$ cat src/design/pcq_pkg.sv
`timescale 1ns / 1ps
package pcq_pkg;

    typedef enum logic [3:0] {
        ACT_START        = 4'd0,
        ACT_SUBMIT       = 4'd1,
        ACT_CANCEL       = 4'd2,
        ACT_DISPATCH     = 4'd3,
        ACT_FINISH       = 4'd4,
        ACT_MARK_TIMEOUT = 4'd5,
        ACT_STOP_ON      = 4'd6,
        ACT_STOP_OFF     = 4'd7,
        ACT_SHUTDOWN     = 4'd8
    } action_t;

    localparam logic [3:0] EV_ACCEPTED         = 4'd0;
    localparam logic [3:0] EV_REJECTED         = 4'd1;
    localparam logic [3:0] EV_SUPERSEDED       = 4'd2;
    localparam logic [3:0] EV_CANCELLED        = 4'd3;
    localparam logic [3:0] EV_SHUTDOWN_DISCARD = 4'd4;
    localparam logic [3:0] EV_DISPATCHED       = 4'd5;
    localparam logic [3:0] EV_EMPTY            = 4'd6;
    localparam logic [3:0] EV_WORKER_STOPPED   = 4'd7;
    localparam logic [3:0] EV_SUCCEEDED        = 4'd8;
    localparam logic [3:0] EV_FAILED           = 4'd9;
    localparam logic [3:0] EV_ACK              = 4'd10;

    // wide enough for a slot position at the deepest supported level
    localparam int POS_FIELD_BITS = 5;

    typedef enum logic [2:0] {
        LOP_HOLD,
        LOP_APPEND,
        LOP_REPLACE,
        LOP_REMOVE,
        LOP_CLEAR
    } level_op_t;

    typedef struct packed {
        level_op_t                 op;
        logic [POS_FIELD_BITS-1:0] pos;
    } level_ctrl_t;

    typedef struct packed {
        logic load_all;
        logic load_id;
        logic shift;
    } cell_cmd_t;

    typedef enum logic [2:0] {
        S_IDLE,
        S_EVAL,
        S_SECOND,
        S_DRAIN,
        S_WAIT
    } state_t;

endpackage

$ cat src/design/pcq_cell.sv
`timescale 1ns / 1ps
module pcq_cell
    import pcq_pkg::*;
#(
    parameter int TICKET_BITS = 16,
    parameter int KEY_BITS    = 16,
    parameter int CMP_BITS    = 16
)
(
    input  logic                   clk,
    input  cell_cmd_t              cmd,
    input  logic [TICKET_BITS-1:0] wr_id,
    input  logic [KEY_BITS-1:0]    wr_key,
    input  logic                   wr_kv,
    input  logic [TICKET_BITS-1:0] nb_id,
    input  logic [KEY_BITS-1:0]    nb_key,
    input  logic                   nb_kv,
    input  logic                   occupied,
    input  logic [CMP_BITS-1:0]    cmp_id,
    input  logic [KEY_BITS-1:0]    cmp_key,
    output logic [TICKET_BITS-1:0] id_out,
    output logic [KEY_BITS-1:0]    key_out,
    output logic                   kv_out,
    output logic                   key_hit,
    output logic                   id_hit
);

    logic [TICKET_BITS-1:0] id_reg, id_next;
    logic [KEY_BITS-1:0]    key_reg, key_next;
    logic                   kv_reg, kv_next;

    always_comb
    begin
        id_next  = id_reg;
        key_next = key_reg;
        kv_next  = kv_reg;
        priority if (cmd.load_all)
        begin
            id_next  = wr_id;
            key_next = wr_key;
            kv_next  = wr_kv;
        end
        else if (cmd.load_id)
        begin
            id_next = wr_id;
        end
        else if (cmd.shift)
        begin
            id_next  = nb_id;
            key_next = nb_key;
            kv_next  = nb_kv;
        end
    end

    always_ff @(posedge clk)
    begin
        id_reg  <= id_next;
        key_reg <= key_next;
        kv_reg  <= kv_next;
    end

    assign id_out  = id_reg;
    assign key_out = key_reg;
    assign kv_out  = kv_reg;
    assign key_hit = occupied && kv_reg && (key_reg == cmp_key);
    assign id_hit  = occupied && (CMP_BITS'(id_reg) == cmp_id);

endmodule

$ cat src/design/pcq_level.sv
`timescale 1ns / 1ps
module pcq_level
    import pcq_pkg::*;
#(
    parameter int LEVEL_DEPTH = 8,
    parameter int TICKET_BITS = 16,
    parameter int KEY_BITS    = 16,
    parameter int CMP_BITS    = 16
)
(
    input  logic                                 clk,
    input  logic                                 rst_n,
    input  level_ctrl_t                          ctrl,
    input  logic [TICKET_BITS-1:0]               wr_id,
    input  logic [KEY_BITS-1:0]                  wr_key,
    input  logic                                 wr_kv,
    input  logic [CMP_BITS-1:0]                  cmp_id,
    input  logic [KEY_BITS-1:0]                  cmp_key,
    output logic [$clog2(LEVEL_DEPTH+1)-1:0]     count,
    output logic [TICKET_BITS-1:0]               ids [LEVEL_DEPTH],
    output logic [LEVEL_DEPTH-1:0]               key_hit,
    output logic [LEVEL_DEPTH-1:0]               id_hit
);

    localparam int CNT_BITS = $clog2(LEVEL_DEPTH + 1);

    logic [CNT_BITS-1:0]    count_reg, count_next;
    logic [KEY_BITS-1:0]    keys [LEVEL_DEPTH];
    logic                   kvs  [LEVEL_DEPTH];
    logic [TICKET_BITS-1:0] nb_ids  [LEVEL_DEPTH];
    logic [KEY_BITS-1:0]    nb_keys [LEVEL_DEPTH];
    logic                   nb_kvs  [LEVEL_DEPTH];
    cell_cmd_t              cmds [LEVEL_DEPTH];

    always_comb
    begin
        unique case (ctrl.op)
            LOP_APPEND: count_next = count_reg + 1'b1;
            LOP_REMOVE: count_next = count_reg - 1'b1;
            LOP_CLEAR:  count_next = '0;
            default:    count_next = count_reg;
        endcase
    end

    always_ff @(posedge clk or negedge rst_n)
    begin
        if (!rst_n)
        begin
            count_reg <= '0;
        end
        else
        begin
            count_reg <= count_next;
        end
    end

    assign count = count_reg;

    for (genvar i = 0; i < LEVEL_DEPTH; i++) begin : g_cell
        if (i < LEVEL_DEPTH - 1) begin : g_nb
            assign nb_ids[i]  = ids[i+1];
            assign nb_keys[i] = keys[i+1];
            assign nb_kvs[i]  = kvs[i+1];
        end
        else begin : g_end
            assign nb_ids[i]  = ids[i];
            assign nb_keys[i] = keys[i];
            assign nb_kvs[i]  = kvs[i];
        end

        assign cmds[i].load_all = (ctrl.op == LOP_APPEND) && (count_reg == CNT_BITS'(i));
        assign cmds[i].load_id  = (ctrl.op == LOP_REPLACE) && (ctrl.pos == POS_FIELD_BITS'(i));
        assign cmds[i].shift    = (ctrl.op == LOP_REMOVE) && (POS_FIELD_BITS'(i) >= ctrl.pos);

        pcq_cell #(
            .TICKET_BITS (TICKET_BITS),
            .KEY_BITS    (KEY_BITS),
            .CMP_BITS    (CMP_BITS)
        ) u_cell (
            .clk      (clk),
            .cmd      (cmds[i]),
            .wr_id    (wr_id),
            .wr_key   (wr_key),
            .wr_kv    (wr_kv),
            .nb_id    (nb_ids[i]),
            .nb_key   (nb_keys[i]),
            .nb_kv    (nb_kvs[i]),
            .occupied (CNT_BITS'(i) < count_reg),
            .cmp_id   (cmp_id),
            .cmp_key  (cmp_key),
            .id_out   (ids[i]),
            .key_out  (keys[i]),
            .kv_out   (kvs[i]),
            .key_hit  (key_hit[i]),
            .id_hit   (id_hit[i])
        );
    end

endmodule

$ cat src/design/priority_command_queue_coalescing_top.sv
`timescale 1ns / 1ps
// Strict-priority command queue, one FIFO of LEVEL_DEPTH ticket slots per level for NUM_LEVELS
// levels, each level a chain of slot cells that shift toward the head on removal. One request is
// taken at a time: a request is accepted only while no result is pending, is decided in the
// following cycle and its result goes out through an output register. A keyed takeover gives
// a second result after the first, and stop-only begin or a running shutdown sweeps the lower
// levels one by one, giving one result per discarded entry and a closing ack. Key and ticket
// searches compare all slots in parallel; the level-by-level discard sweep sets the length of
// the long requests.
module priority_command_queue_coalescing_top
    import pcq_pkg::*;
#(
    parameter int NUM_LEVELS  = 3,
    parameter int LEVEL_DEPTH = 8,
    parameter int TICKET_BITS = 16,
    parameter int KEY_BITS    = 16
)
(
    input  logic        clk,
    input  logic        rst_n,
    input  logic        in_valid,
    output logic        in_stall,
    input  logic [3:0]  action,
    input  logic [1:0]  priority_req,
    input  logic        has_key,
    input  logic [15:0] coalesce_key,
    input  logic [15:0] command_id,
    input  logic        succeeded,
    output logic        out_valid,
    input  logic        out_stall,
    output logic [3:0]  event_res,
    output logic [15:0] item_id,
    output logic        last
);

    localparam int CNT_BITS  = $clog2(LEVEL_DEPTH + 1);
    localparam int POS_BITS  = (LEVEL_DEPTH > 1) ? $clog2(LEVEL_DEPTH) : 1;
    localparam int LVL_BITS  = $clog2(NUM_LEVELS);
    localparam int DLVL_BITS = $clog2(NUM_LEVELS + 1);
    localparam int CMP_BITS  = (TICKET_BITS > 16) ? TICKET_BITS : 16;
    localparam logic [TICKET_BITS-1:0] TICKET_ONE = TICKET_BITS'(1);

    state_t                 state_reg, state_next;
    logic [3:0]             req_act_reg;
    logic [1:0]             req_lvl_reg;
    logic                   req_has_key_reg;
    logic [KEY_BITS-1:0]    req_key_reg;
    logic [15:0]            req_id_reg;
    logic                   req_succ_reg;

    logic                   accepting_reg, accepting_next;
    logic                   stop_only_reg, stop_only_next;
    logic                   shutdown_reg, shutdown_next;
    logic                   running_reg, running_next;
    logic [TICKET_BITS-1:0] active_reg, active_next;
    logic [TICKET_BITS-1:0] barrier_reg, barrier_next;
    logic [TICKET_BITS-1:0] next_ticket_reg, next_ticket_next;
    logic [TICKET_BITS-1:0] pend_ticket_reg, pend_ticket_next;
    logic [DLVL_BITS-1:0]   drain_lvl_reg, drain_lvl_next;
    logic [3:0]             drain_ev_reg, drain_ev_next;

    logic                   out_valid_reg, out_valid_next;
    logic [3:0]             ev_reg, ev_next;
    logic [15:0]            id_reg, id_next;
    logic                   last_reg, last_next;

    level_ctrl_t            lvl_ctrl    [NUM_LEVELS];
    logic [CNT_BITS-1:0]    lvl_count   [NUM_LEVELS];
    logic [TICKET_BITS-1:0] lvl_ids     [NUM_LEVELS][LEVEL_DEPTH];
    logic [LEVEL_DEPTH-1:0] lvl_key_hit [NUM_LEVELS];
    logic [LEVEL_DEPTH-1:0] lvl_id_hit  [NUM_LEVELS];

    logic [POS_BITS-1:0]    key_pos [NUM_LEVELS];
    logic [POS_BITS-1:0]    id_pos  [NUM_LEVELS];
    logic                   key_any [NUM_LEVELS];
    logic                   id_any  [NUM_LEVELS];
    logic                   c_any, ne_any;
    logic [LVL_BITS-1:0]    c_lvl, ne_lvl, sub_lvl, d_lvl;
    logic                   lvl_ok, out_free, drain_done;
    logic [CMP_BITS-1:0]    cmp_id;
    logic [TICKET_BITS-1:0] tk_inc, tk_after;

    assign in_stall   = (state_reg != S_IDLE);
    assign out_valid  = out_valid_reg;
    assign event_res  = ev_reg;
    assign item_id    = id_reg;
    assign last       = last_reg;
    assign out_free   = !out_valid_reg || !out_stall;
    assign cmp_id     = CMP_BITS'(req_id_reg);
    assign sub_lvl    = LVL_BITS'(req_lvl_reg);
    assign lvl_ok     = (int'(req_lvl_reg) < NUM_LEVELS);
    assign d_lvl      = drain_lvl_reg[LVL_BITS-1:0];
    assign drain_done = (drain_lvl_reg == DLVL_BITS'(NUM_LEVELS));
    assign tk_inc     = next_ticket_reg + TICKET_ONE;
    assign tk_after   = (tk_inc == '0) ? TICKET_ONE : tk_inc;

    for (genvar g = 0; g < NUM_LEVELS; g++) begin : g_level
        pcq_level #(
            .LEVEL_DEPTH (LEVEL_DEPTH),
            .TICKET_BITS (TICKET_BITS),
            .KEY_BITS    (KEY_BITS),
            .CMP_BITS    (CMP_BITS)
        ) u_level (
            .clk     (clk),
            .rst_n   (rst_n),
            .ctrl    (lvl_ctrl[g]),
            .wr_id   (next_ticket_reg),
            .wr_key  (req_key_reg),
            .wr_kv   (req_has_key_reg),
            .cmp_id  (cmp_id),
            .cmp_key (req_key_reg),
            .count   (lvl_count[g]),
            .ids     (lvl_ids[g]),
            .key_hit (lvl_key_hit[g]),
            .id_hit  (lvl_id_hit[g])
        );
    end

    // oldest hit per level, then first level for cancel and dispatch
    always_comb
    begin
        c_any  = 1'b0;
        c_lvl  = '0;
        ne_any = 1'b0;
        ne_lvl = '0;
        for (int g = NUM_LEVELS - 1; g >= 0; g--)
        begin
            key_any[g] = |lvl_key_hit[g];
            id_any[g]  = |lvl_id_hit[g];
            key_pos[g] = '0;
            id_pos[g]  = '0;
            for (int i = LEVEL_DEPTH - 1; i >= 0; i--)
            begin
                if (lvl_key_hit[g][i])
                begin
                    key_pos[g] = POS_BITS'(i);
                end
                if (lvl_id_hit[g][i])
                begin
                    id_pos[g] = POS_BITS'(i);
                end
            end
            if (id_any[g])
            begin
                c_any = 1'b1;
                c_lvl = LVL_BITS'(g);
            end
            if (lvl_count[g] != '0)
            begin
                ne_any = 1'b1;
                ne_lvl = LVL_BITS'(g);
            end
        end
    end

    always_comb
    begin
        state_next       = state_reg;
        accepting_next   = accepting_reg;
        stop_only_next   = stop_only_reg;
        shutdown_next    = shutdown_reg;
        running_next     = running_reg;
        active_next      = active_reg;
        barrier_next     = barrier_reg;
        next_ticket_next = next_ticket_reg;
        pend_ticket_next = pend_ticket_reg;
        drain_lvl_next   = drain_lvl_reg;
        drain_ev_next    = drain_ev_reg;
        out_valid_next   = out_valid_reg && out_stall;
        ev_next          = ev_reg;
        id_next          = id_reg;
        last_next        = last_reg;
        for (int g = 0; g < NUM_LEVELS; g++)
        begin
            lvl_ctrl[g].op  = LOP_HOLD;
            lvl_ctrl[g].pos = '0;
        end

        unique case (state_reg)
            S_IDLE:
            begin
                if (in_valid)
                begin
                    state_next = S_EVAL;
                end
            end
            S_EVAL:
            begin
                out_valid_next = 1'b1;
                ev_next        = EV_REJECTED;
                id_next        = '0;
                last_next      = 1'b1;
                state_next     = S_WAIT;
                unique case (action_t'(req_act_reg))
                    ACT_START:
                    begin
                        if (!running_reg)
                        begin
                            for (int g = 0; g < NUM_LEVELS; g++)
                            begin
                                lvl_ctrl[g].op = LOP_CLEAR;
                            end
                            shutdown_next  = 1'b0;
                            active_next    = '0;
                            barrier_next   = '0;
                            accepting_next = 1'b1;
                            stop_only_next = 1'b0;
                            running_next   = 1'b1;
                        end
                        ev_next = EV_ACK;
                    end
                    ACT_SUBMIT:
                    begin
                        if (!lvl_ok || !accepting_reg || shutdown_reg ||
                            (req_lvl_reg != 2'd0 && (stop_only_reg || barrier_reg != '0)))
                        begin
                            ev_next = EV_REJECTED;
                        end
                        else if (req_has_key_reg && key_any[sub_lvl])
                        begin
                            lvl_ctrl[sub_lvl].op  = LOP_REPLACE;
                            lvl_ctrl[sub_lvl].pos = POS_FIELD_BITS'(key_pos[sub_lvl]);
                            ev_next          = EV_SUPERSEDED;
                            id_next          = 16'(lvl_ids[sub_lvl][key_pos[sub_lvl]]);
                            last_next        = 1'b0;
                            pend_ticket_next = next_ticket_reg;
                            next_ticket_next = tk_after;
                            state_next       = S_SECOND;
                        end
                        else if (lvl_count[sub_lvl] == CNT_BITS'(LEVEL_DEPTH))
                        begin
                            ev_next = EV_REJECTED;
                        end
                        else
                        begin
                            lvl_ctrl[sub_lvl].op = LOP_APPEND;
                            ev_next          = EV_ACCEPTED;
                            id_next          = 16'(next_ticket_reg);
                            next_ticket_next = tk_after;
                        end
                    end
                    ACT_CANCEL:
                    begin
                        id_next = req_id_reg;
                        if (req_id_reg != '0 && c_any)
                        begin
                            lvl_ctrl[c_lvl].op  = LOP_REMOVE;
                            lvl_ctrl[c_lvl].pos = POS_FIELD_BITS'(id_pos[c_lvl]);
                            ev_next = EV_CANCELLED;
                        end
                        else
                        begin
                            ev_next = EV_REJECTED;
                        end
                    end
                    ACT_DISPATCH:
                    begin
                        if (!running_reg)
                        begin
                            ev_next = EV_REJECTED;
                        end
                        else if (active_reg != '0)
                        begin
                            ev_next = EV_REJECTED;
                            id_next = 16'(active_reg);
                        end
                        else if (ne_any)
                        begin
                            lvl_ctrl[ne_lvl].op = LOP_REMOVE;
                            active_next = lvl_ids[ne_lvl][0];
                            ev_next     = EV_DISPATCHED;
                            id_next     = 16'(lvl_ids[ne_lvl][0]);
                        end
                        else if (shutdown_reg)
                        begin
                            running_next   = 1'b0;
                            accepting_next = 1'b0;
                            active_next    = '0;
                            barrier_next   = '0;
                            ev_next        = EV_WORKER_STOPPED;
                        end
                        else
                        begin
                            ev_next = EV_EMPTY;
                        end
                    end
                    ACT_FINISH:
                    begin
                        if (active_reg == '0)
                        begin
                            ev_next = EV_REJECTED;
                        end
                        else
                        begin
                            ev_next = req_succ_reg ? EV_SUCCEEDED : EV_FAILED;
                            id_next = 16'(active_reg);
                            if (barrier_reg == active_reg)
                            begin
                                barrier_next = '0;
                            end
                            active_next = '0;
                        end
                    end
                    ACT_MARK_TIMEOUT:
                    begin
                        id_next = req_id_reg;
                        if (req_id_reg != '0 && (CMP_BITS'(active_reg) == cmp_id || c_any))
                        begin
                            barrier_next = TICKET_BITS'(req_id_reg);
                            ev_next      = EV_ACK;
                        end
                        else
                        begin
                            ev_next = EV_REJECTED;
                        end
                    end
                    ACT_STOP_ON:
                    begin
                        stop_only_next = 1'b1;
                        out_valid_next = 1'b0;
                        drain_ev_next  = EV_CANCELLED;
                        drain_lvl_next = DLVL_BITS'(1);
                        state_next     = S_DRAIN;
                    end
                    ACT_STOP_OFF:
                    begin
                        if (accepting_reg && !shutdown_reg && barrier_reg == '0)
                        begin
                            stop_only_next = 1'b0;
                            ev_next        = EV_ACK;
                        end
                        else
                        begin
                            ev_next = EV_REJECTED;
                        end
                    end
                    ACT_SHUTDOWN:
                    begin
                        accepting_next = 1'b0;
                        ev_next        = EV_ACK;
                        if (running_reg)
                        begin
                            shutdown_next  = 1'b1;
                            out_valid_next = 1'b0;
                            drain_ev_next  = EV_SHUTDOWN_DISCARD;
                            drain_lvl_next = DLVL_BITS'(1);
                            state_next     = S_DRAIN;
                        end
                    end
                    default:
                    begin
                        ev_next = EV_REJECTED;
                    end
                endcase
            end
            S_SECOND:
            begin
                if (out_free)
                begin
                    out_valid_next = 1'b1;
                    ev_next        = EV_ACCEPTED;
                    id_next        = 16'(pend_ticket_reg);
                    last_next      = 1'b1;
                    state_next     = S_WAIT;
                end
            end
            S_DRAIN:
            begin
                if (drain_done)
                begin
                    if (out_free)
                    begin
                        out_valid_next = 1'b1;
                        ev_next        = EV_ACK;
                        id_next        = '0;
                        last_next      = 1'b1;
                        state_next     = S_WAIT;
                    end
                end
                else if (lvl_count[d_lvl] != '0)
                begin
                    if (out_free)
                    begin
                        lvl_ctrl[d_lvl].op = LOP_REMOVE;
                        out_valid_next = 1'b1;
                        ev_next        = drain_ev_reg;
                        id_next        = 16'(lvl_ids[d_lvl][0]);
                        last_next      = 1'b0;
                    end
                end
                else
                begin
                    drain_lvl_next = drain_lvl_reg + 1'b1;
                end
            end
            S_WAIT:
            begin
                if (!out_stall)
                begin
                    state_next = S_IDLE;
                end
            end
            default:
            begin
                state_next = S_IDLE;
            end
        endcase
    end

    always_ff @(posedge clk or negedge rst_n)
    begin
        if (!rst_n)
        begin
            state_reg       <= S_IDLE;
            accepting_reg   <= 1'b0;
            stop_only_reg   <= 1'b0;
            shutdown_reg    <= 1'b0;
            running_reg     <= 1'b0;
            active_reg      <= '0;
            barrier_reg     <= '0;
            next_ticket_reg <= TICKET_ONE;
            drain_lvl_reg   <= '0;
            out_valid_reg   <= 1'b0;
        end
        else
        begin
            state_reg       <= state_next;
            accepting_reg   <= accepting_next;
            stop_only_reg   <= stop_only_next;
            shutdown_reg    <= shutdown_next;
            running_reg     <= running_next;
            active_reg      <= active_next;
            barrier_reg     <= barrier_next;
            next_ticket_reg <= next_ticket_next;
            drain_lvl_reg   <= drain_lvl_next;
            out_valid_reg   <= out_valid_next;
        end
    end

    always_ff @(posedge clk)
    begin
        pend_ticket_reg <= pend_ticket_next;
        drain_ev_reg    <= drain_ev_next;
        ev_reg          <= ev_next;
        id_reg          <= id_next;
        last_reg        <= last_next;
        if (state_reg == S_IDLE && in_valid)
        begin
            req_act_reg     <= action;
            req_lvl_reg     <= priority_req;
            req_has_key_reg <= has_key;
            req_key_reg     <= KEY_BITS'(coalesce_key);
            req_id_reg      <= command_id;
            req_succ_reg    <= succeeded;
        end
    end

endmodule

$ cat config.mk
export PLATFORM = sky130hd
export DESIGN_NAME = priority_command_queue_coalescing_top
export DESIGN_NICKNAME = d
export VERILOG_FILES = /design/src/design/pcq_pkg.sv /design/src/design/pcq_cell.sv /design/src/design/pcq_level.sv /design/src/design/priority_command_queue_coalescing_top.sv
export SDC_FILE = /design/constraint.sdc
export NUM_CORES = 2
export LEC_CHECK = 0
export BUFFER_PORTS_ARGS = -buffer_cell sky130_fd_sc_hd__buf_2
export CAP_MARGIN = 40
export CORE_UTILIZATION = 45
export CTS_BUF_LIST = sky130_fd_sc_hd__clkbuf_8 sky130_fd_sc_hd__clkbuf_16
export DETAILED_ROUTE_END_ITERATION = 16
export SYNTH_ARGS = -nofsm -noshare
export SYNTH_HDL_FRONTEND = slang
export SYNTH_SLANG_ARGS = --single-unit
$ cat constraint.sdc
create_clock -name clk -period 5.65 [get_ports clk]
set_input_delay 1.4125 -clock clk [delete_from_list [all_inputs] [get_ports clk]]
set_output_delay 1.4125 -clock clk [all_outputs]
set_load 0.01 [all_outputs]
After elaboration in Yosys (flattened, before gate mapping):

Cells that the tools add are included.

* flip-flop bits (word level): 943
* bits in latches: 0
* RAM bits: 0
* ROM bits: 0
* input bits: 44
* output and inout bits: 23
* logic and storage cells: 1024
* memories kept: 0

* add/sub/neg operators: 8
* multipliers: 0
* div/mod/pow operators: 0
* order comparisons: 55
* eq/ne operators: 163
* shifts and indexed selects: 0
* multiplexer cells: 413
* bitwise operators: 6
* reduce and logical (&&, ||, !) cells: 283

Operators by type and width (count)
* 16-bit two-way mux: 161
* 16-bit == test: 50
* 128-bit binary-select mux with 2-bit select: 3
* 128-bit two-way mux: 6
* 3-bit two-way mux: 60
* 1-bit logical AND: 153
* 23-bit two-way mux: 6
* 16-bit one-hot mux with 4 select lines: 2
* 1-bit two-way mux: 97
* 8-bit demux with 2-bit select: 6
* 16-bit one-hot mux with 3 select lines: 2
* 3-bit nonzero test: 29
* 24-bit two-way mux: 3
* 4-bit two-way mux: 18
* 4-bit by 3-bit == test with 1-bit output, second input constant: 16
* 5-bit by 3-bit == test with 1-bit output, second input constant: 12
* 2-bit nonzero test: 29
* 16-bit binary-select mux with 3-bit select: 1
* 24-bit bitwise mux: 2
* 16-bit zero test: 3
* 3-bit by 4-bit less-than comparator with 1-bit output, first input constant: 12
* 24-bit one-hot mux with 2 select lines: 1
* 4-bit one-hot mux with 3 select lines: 4
* 16-bit nonzero test: 3
* 59 further kinds: 249

Longest topological paths before layout:

* word-level depth: 24
* gate-level depth with buffers: 17
* depth with buffers taken out: 13

Cells and area by module:

A second synthesis with hierarchy kept.

* cell total of the unflattened synthesis: 4526
* area total of the unflattened synthesis: 56335.3 um^2

Modules (own cells, without submodules)
* pcq_cell: times used 24, cells an instance 117, area each 1760.4 um^2, seq. area each 991.0 um^2
* priority_command_queue_coalescing_top: times used 1, cells an instance 1457, area each 12211.7 um^2, seq. area each 3824.9 um^2
* pcq_level: times used 3, cells an instance 87, area each 624.3 um^2, seq. area each 100.1 um^2

Least setup slack after synthesis:

Ideal clock, no wire load.

* kind: register to register
* start point: register req_key_reg[15]
* end point: register g_level[2].u_level.g_cell[0].u_cell.key_reg[0] (enable)
* setup time: 0.415 ns
* arrival: 4.755 ns
* required time: 5.235 ns
* setup slack: 0.480 ns
* cell stages (with the launch flop): 15
* period minus slack after synthesis: 5.170 ns
* path through: edfxtp_1 > buf_2 > buf_4 > xnor2_1 > nand4_1 > or3_1 > nor4_1 > nor2_1 > o2111a_1 > o221ai_1 > clkbuf_1 > o41ai_1 > a211o_1 > or2_2 > o21ai_0

* word-level cells in the longest chain between the ends: 22
* elaborated cells between the ends (all ways): 99
* classes of those cells: order compare (1); eq/ne (28); mux (36); reduce/logical (34)

Ends and longest elaborated chain
* from (decl): RTL line priority_command_queue_coalescing_top.sv:47 `logic [KEY_BITS-1:0] req_key_reg;`
* from (signal assigned): RTL line priority_command_queue_coalescing_top.sv:452 `req_key_reg <= KEY_BITS'(coalesce_key);`
* 16-bit == test: RTL line pcq_cell.sv:65 `assign key_hit = occupied && kv_reg && (key_reg == cmp_key);`
* 1-bit logical AND: RTL line pcq_cell.sv:65
* 3-bit two-way mux (8 in a row): RTL line priority_command_queue_coalescing_top.sv:134 `if (lvl_key_hit[g][i])`
* 3-bit binary-select mux with 2-bit select: RTL line priority_command_queue_coalescing_top.sv:222 `lvl_ctrl[sub_lvl].pos = POS_FIELD_BITS'(key_pos[sub_lvl]);`
* 3-bit two-way mux (implied by the code) (2 in a row): RTL line priority_command_queue_coalescing_top.sv:222
* 24-bit bitwise mux: RTL line priority_command_queue_coalescing_top.sv:222
* 24-bit two-way mux *: RTL line priority_command_queue_coalescing_top.sv:219 `else if (req_has_key_reg && key_any[sub_lvl])`
* 24-bit two-way mux *: RTL line priority_command_queue_coalescing_top.sv:214 `if (!lvl_ok || !accepting_reg || shutdown_reg ||`
* 5-bit one-hot mux with 3 select lines: RTL line priority_command_queue_coalescing_top.sv:194 `unique case (action_t'(req_act_reg))`
* 24-bit one-hot mux with 2 select lines *: RTL line priority_command_queue_coalescing_top.sv:179 `unique case (state_reg)`
* 1-bit by 5-bit >= comparator with 1-bit output or 5-bit zero test (tied branches): RTL line pcq_level.sv:73, pcq_level.sv:72
* 1-bit logical AND (on tied branches): RTL line pcq_level.sv:73, pcq_level.sv:72
* 2-bit nonzero test (no source line) or 2-bit by 1-bit inequality test with 1-bit output (tied branches)
* 2-bit AND reduction (no source line) *
* to (signal assigned): RTL line pcq_cell.sv:58 `key_reg <= key_next;`
* to (decl): RTL line pcq_cell.sv:29 `logic [KEY_BITS-1:0] key_reg, key_next;`

Mark *: on every way between the ends. The rest lies on a longest branch, timed or not. The select of a mux whose other input is x is not followed.
A chain may end at the register's enable or synchronous reset.

Worst setup path in the final report:

* start point: register req_id_reg[0] (netlist: cmp_id[0])
* end point: register g_level[2].u_level.g_cell[4].u_cell.id_reg[13] (enable)

* word-level cells in the longest chain between the ends: 20
* elaborated cells between the ends (all ways): 108
* classes of those cells: order compare (3); eq/ne (28); mux (42); bitwise (1); reduce/logical (34)

Ends and longest elaborated chain
* from (decl): RTL line priority_command_queue_coalescing_top.sv:48 `logic [15:0] req_id_reg;`
* from (signal assigned): RTL line priority_command_queue_coalescing_top.sv:453 `req_id_reg <= command_id;`
* 16-bit == test: RTL line pcq_cell.sv:66 `assign id_hit = occupied && (CMP_BITS'(id_reg) == cmp_id);`
* 1-bit logical AND: RTL line pcq_cell.sv:66
* 3-bit two-way mux (8 in a row): RTL line priority_command_queue_coalescing_top.sv:138 `if (lvl_id_hit[g][i])`
* 3-bit binary-select mux with 2-bit select: RTL line priority_command_queue_coalescing_top.sv:248 `lvl_ctrl[c_lvl].pos = POS_FIELD_BITS'(id_pos[c_lvl]);`
* 3-bit two-way mux (implied by the code) (2 in a row): RTL line priority_command_queue_coalescing_top.sv:248
* 24-bit bitwise mux: RTL line priority_command_queue_coalescing_top.sv:248
* 24-bit two-way mux *: RTL line priority_command_queue_coalescing_top.sv:245 `if (req_id_reg != '0 && c_any)`
* 5-bit one-hot mux with 3 select lines: RTL line priority_command_queue_coalescing_top.sv:194
* 24-bit one-hot mux with 2 select lines *: RTL line priority_command_queue_coalescing_top.sv:179
* 3-bit by 5-bit >= comparator with 1-bit output or 5-bit by 3-bit == test with 1-bit output (tied branches): RTL line pcq_level.sv:73, pcq_level.sv:72
* 1-bit logical AND (on tied branches): RTL line pcq_level.sv:73, pcq_level.sv:72
* 3-bit nonzero test (no source line) *
* to (signal assigned): RTL line pcq_cell.sv:57 `id_reg <= id_next;`
* to (decl): RTL line pcq_cell.sv:28 `logic [TICKET_BITS-1:0] id_reg, id_next;`

Marked as above.

==> results.ini <==
[detailed_routing]
final_antenna_net_count = 0
viasPerCell = 6.26
wire_per_inst_um = 30.6
vias = 43000
dr.pass1.iters = 9
drt-initial-drc-count = 5758
totalWireLength_mm = 210
drcViolationCount = 0

[global_route]
grt_pass1_vias = 41300
antenna_found_initial = 9
groute.usage.overall = 0.324
grt_pass1_wl_mm = 300
grt_overflow = 0
grt_max_degree = 111

[finish]
drive_gt1_frac = 0.242
fin_nets = 5188
stdcell_count = 6870
syn2layout_area_growth_pct = 13.2

[placement]
placed_cells_incl_taps = 6664
pre_cts_ws_ns = 0.256
gp_congestion = 1.02
place_hpwl_mm = 154
io_buffers = 66

[synthesis]
synth-edff-count = 871
syn_inst = 4978
postSynthAreaPerCell_sq_um = 11.5
seq_area_frac_synth = 0.488
ys.warnings.count = 0
ys.flop_type = edfxtp_1
synth_nets = 5039
ys_types = 106
ys_ff_latch = 941
async_flop_share = 0.0744
syn_area_sq_mm = 0.0572

[power]
power_density_mw_per_mm2 = 328
p_int_w = 0.0140
clock_power_share = 0.334
p_leak_nw = 22.6
p_sw_w = 0.00719
peakVddDrop_mv = 0.254
swShare = 0.339
power.total_w = 0.0212
pwr-share-comb = 0.269
pwr-share-seq = 0.397

[die]
initial_utilization = 0.454
die_h_um = 359
io_pins = 67
die_w_um = 359
rows = 130
dieArea_sq_mm = 0.129
core_area_sq_mm = 0.126

[setup_path]
critPathMaxFanout = 17
crit_arrival_ns = 5.96
critPathLaunchType = flip-flop
end_kind = flip-flop
critPathKind = reg -> reg
critPathRequiredTime_ns = 6.08

[timing]
max_slew_margin = 0.323
fin_crit_sh = 0.979
finalHoldViolations = 0
final-setup-viol-count = 0
tightest_slew_ns = 1.02
period_needed_ns = 5.53
fin_worst_skew_ns = 0.0322
fmax_ghz = 0.181
rsz0062_at_grt = false
drv_slew = 0
fin_ws_ns = 0.118
setup_tns_ns = 0

[clock_tree]
cts_resized = 0
hold_buffers = 0
post_cts_buffers = 0
h-tree-depth = 3
path_clk_slew_ns = 0.06
clkSinkCount = 941
cts_tree = yes
cts-root-buf = clkbuf_16
cts_buffers = 108
ctsLongestPathBuffers = 3
clock_latency_ns = 0.75

[hold_path]
hp-class = reg -> reg

[outcome]
outcome = complete, no violations

[run]
drv_cap = 0

==> layer usage <==
metal / global-route usage / wire length [um] / part of all wire / vias to the layer above
met5: 0 / 34 / 0.00016 / -
met2: 0.485 / 91100 / 0.43 / 2325
met1: 0.455 / 88600 / 0.42 / 21400
met4: 0.149 / 10400 / 0.050 / 6
li1: - / - / - / 18900
met3: 0.0577 / 19800 / 0.095 / 446
==> path summary, 6_finish.rpt <==
| check | startpoint | end | slack [ns] | depth (start not counted) |
|---|---|---|---|---|
| hold reg to reg | stop_only_reg$_DFFE_PN0P_ | stop_only_reg$_DFFE_PN0P_ | 0.53 | 2 |
| min in group asynchronous | rst_n | active_reg[8]$_DFFE_PN0P_ | 0.65 | 1 |
| hold / removal | stop_only_reg$_DFFE_PN0P_ | stop_only_reg$_DFFE_PN0P_ | 0.53 | 2 |
| setup / recovery | cmp_id[0]$_DFFE_PP_ | g_level[2].u_level.g_cell[4].u_cell.id_out[13]$_DFFE_PP_ | 0.12 | 16 |
| max in group asynchronous | rst_n | g_level[0].u_level.count[1]$_DFFE_PN0P_ | 4.06 | 2 |
| setup reg to reg | cmp_id[0]$_DFFE_PP_ | g_level[2].u_level.g_cell[4].u_cell.id_out[13]$_DFFE_PP_ | 0.12 | 16 |
==> critical path, stage by stage (launching register included) <==
cell and delay [ns]:
edfxtp_1 0.92, buf_4 0.44, xnor2_1 0.16, nand3_1 0.09, nor4_1 0.47, buf_4 0.25
and3_1 0.20, and4b_1 0.23, buf_4 0.16, and3_1 0.27, a31oi_2 0.48, nand3_1 0.30
nor3_4 0.43, a32oi_2 0.23, buf_12 0.20, o21ai_1 0.15, buf_12 0.20
==> cells by family after synthesis <==
family,after synthesis,share of synthesized area
simple gates,1383,0.121
mux,800,0.155
buf+inv,394,0.0310
fa+ha+maj,17,0.00372
compound gates,630,0.0771
xor+xnor,813,0.124
flops,941,0.488
==> final cells by class <==
type                       count  area, sq um
inverter                      27          101
fill                       11100        61200
clock buffer                 112         2780
timing repair buffer         406         3490
sequential                   941        27900
antenna                        3         7.51
multi-input combinational   3643        27600
clock inverter                88          741
tap                         1650         2060
==> cells in the final DEF, fill, tap and decap left out, types with 133 or more instances in the layout <==
master	synthesis	final
buf_4	34	286
edfxtp_1	871	871
mux2_2	596	596
mux2i_1	168	168
nand2_1	535	535
nand4_1	174	174
nor2_1	161	160
nor4_1	134	133
o21ai_0	189	178
xnor2_1	488	488
xor2_1	325	325
==> synthesized netlist by cell type (all sizes together) (18+ instances only) <==
cell type,number,share of area
a22o,27,0.0041
dfrtp,69,0.030
a21oi,88,0.0078
o211ai,27,0.0035
nor3,91,0.0082
o22ai,44,0.0048
mux2,632,0.13
or2,24,0.0026
or3,25,0.0028
xor2,325,0.050
buf,159,0.016
nand4,174,0.019
clkbuf,208,0.014
o21ai,193,0.017
inv,25,0.0016
mux2i,168,0.029
a31oi,22,0.0030
and3,23,0.0025
nand2,536,0.035
edfxtp,871,0.46
xnor2,488,0.075
nand3,97,0.0088
nor4,138,0.016
nor2,162,0.011
a211oi,18,0.0026
a221oi,37,0.0057
==> power by group through the flow <==
stage	logic (W)	registers, W	clock network [W]
6_report	0.00571	0.00842	0.00709
5_1_grt	0.00599	0.00845	0.00745
3_3_place_gp	0.00549	0.00855	0
3_5_place_dp	0.00555	0.00855	0
2_1_floorplan	0.00343	0.00834	0
4_1_cts	0.00557	0.00840	0.00720
==> stage by stage <==
stage	utilization	cell area, sq um	hold slack [ns]
2_1_floorplan	-	57200	0.458
3_3_place_gp	0.485	61100	0.499
3_5_place_dp	0.486	61200	0.511
4_1_cts	0.514	64700	0.523
5_1_grt	0.514	64700	0.579
6_report	0.514	64700	0.526
No activity file was read; power rests on OpenSTA's default activity.
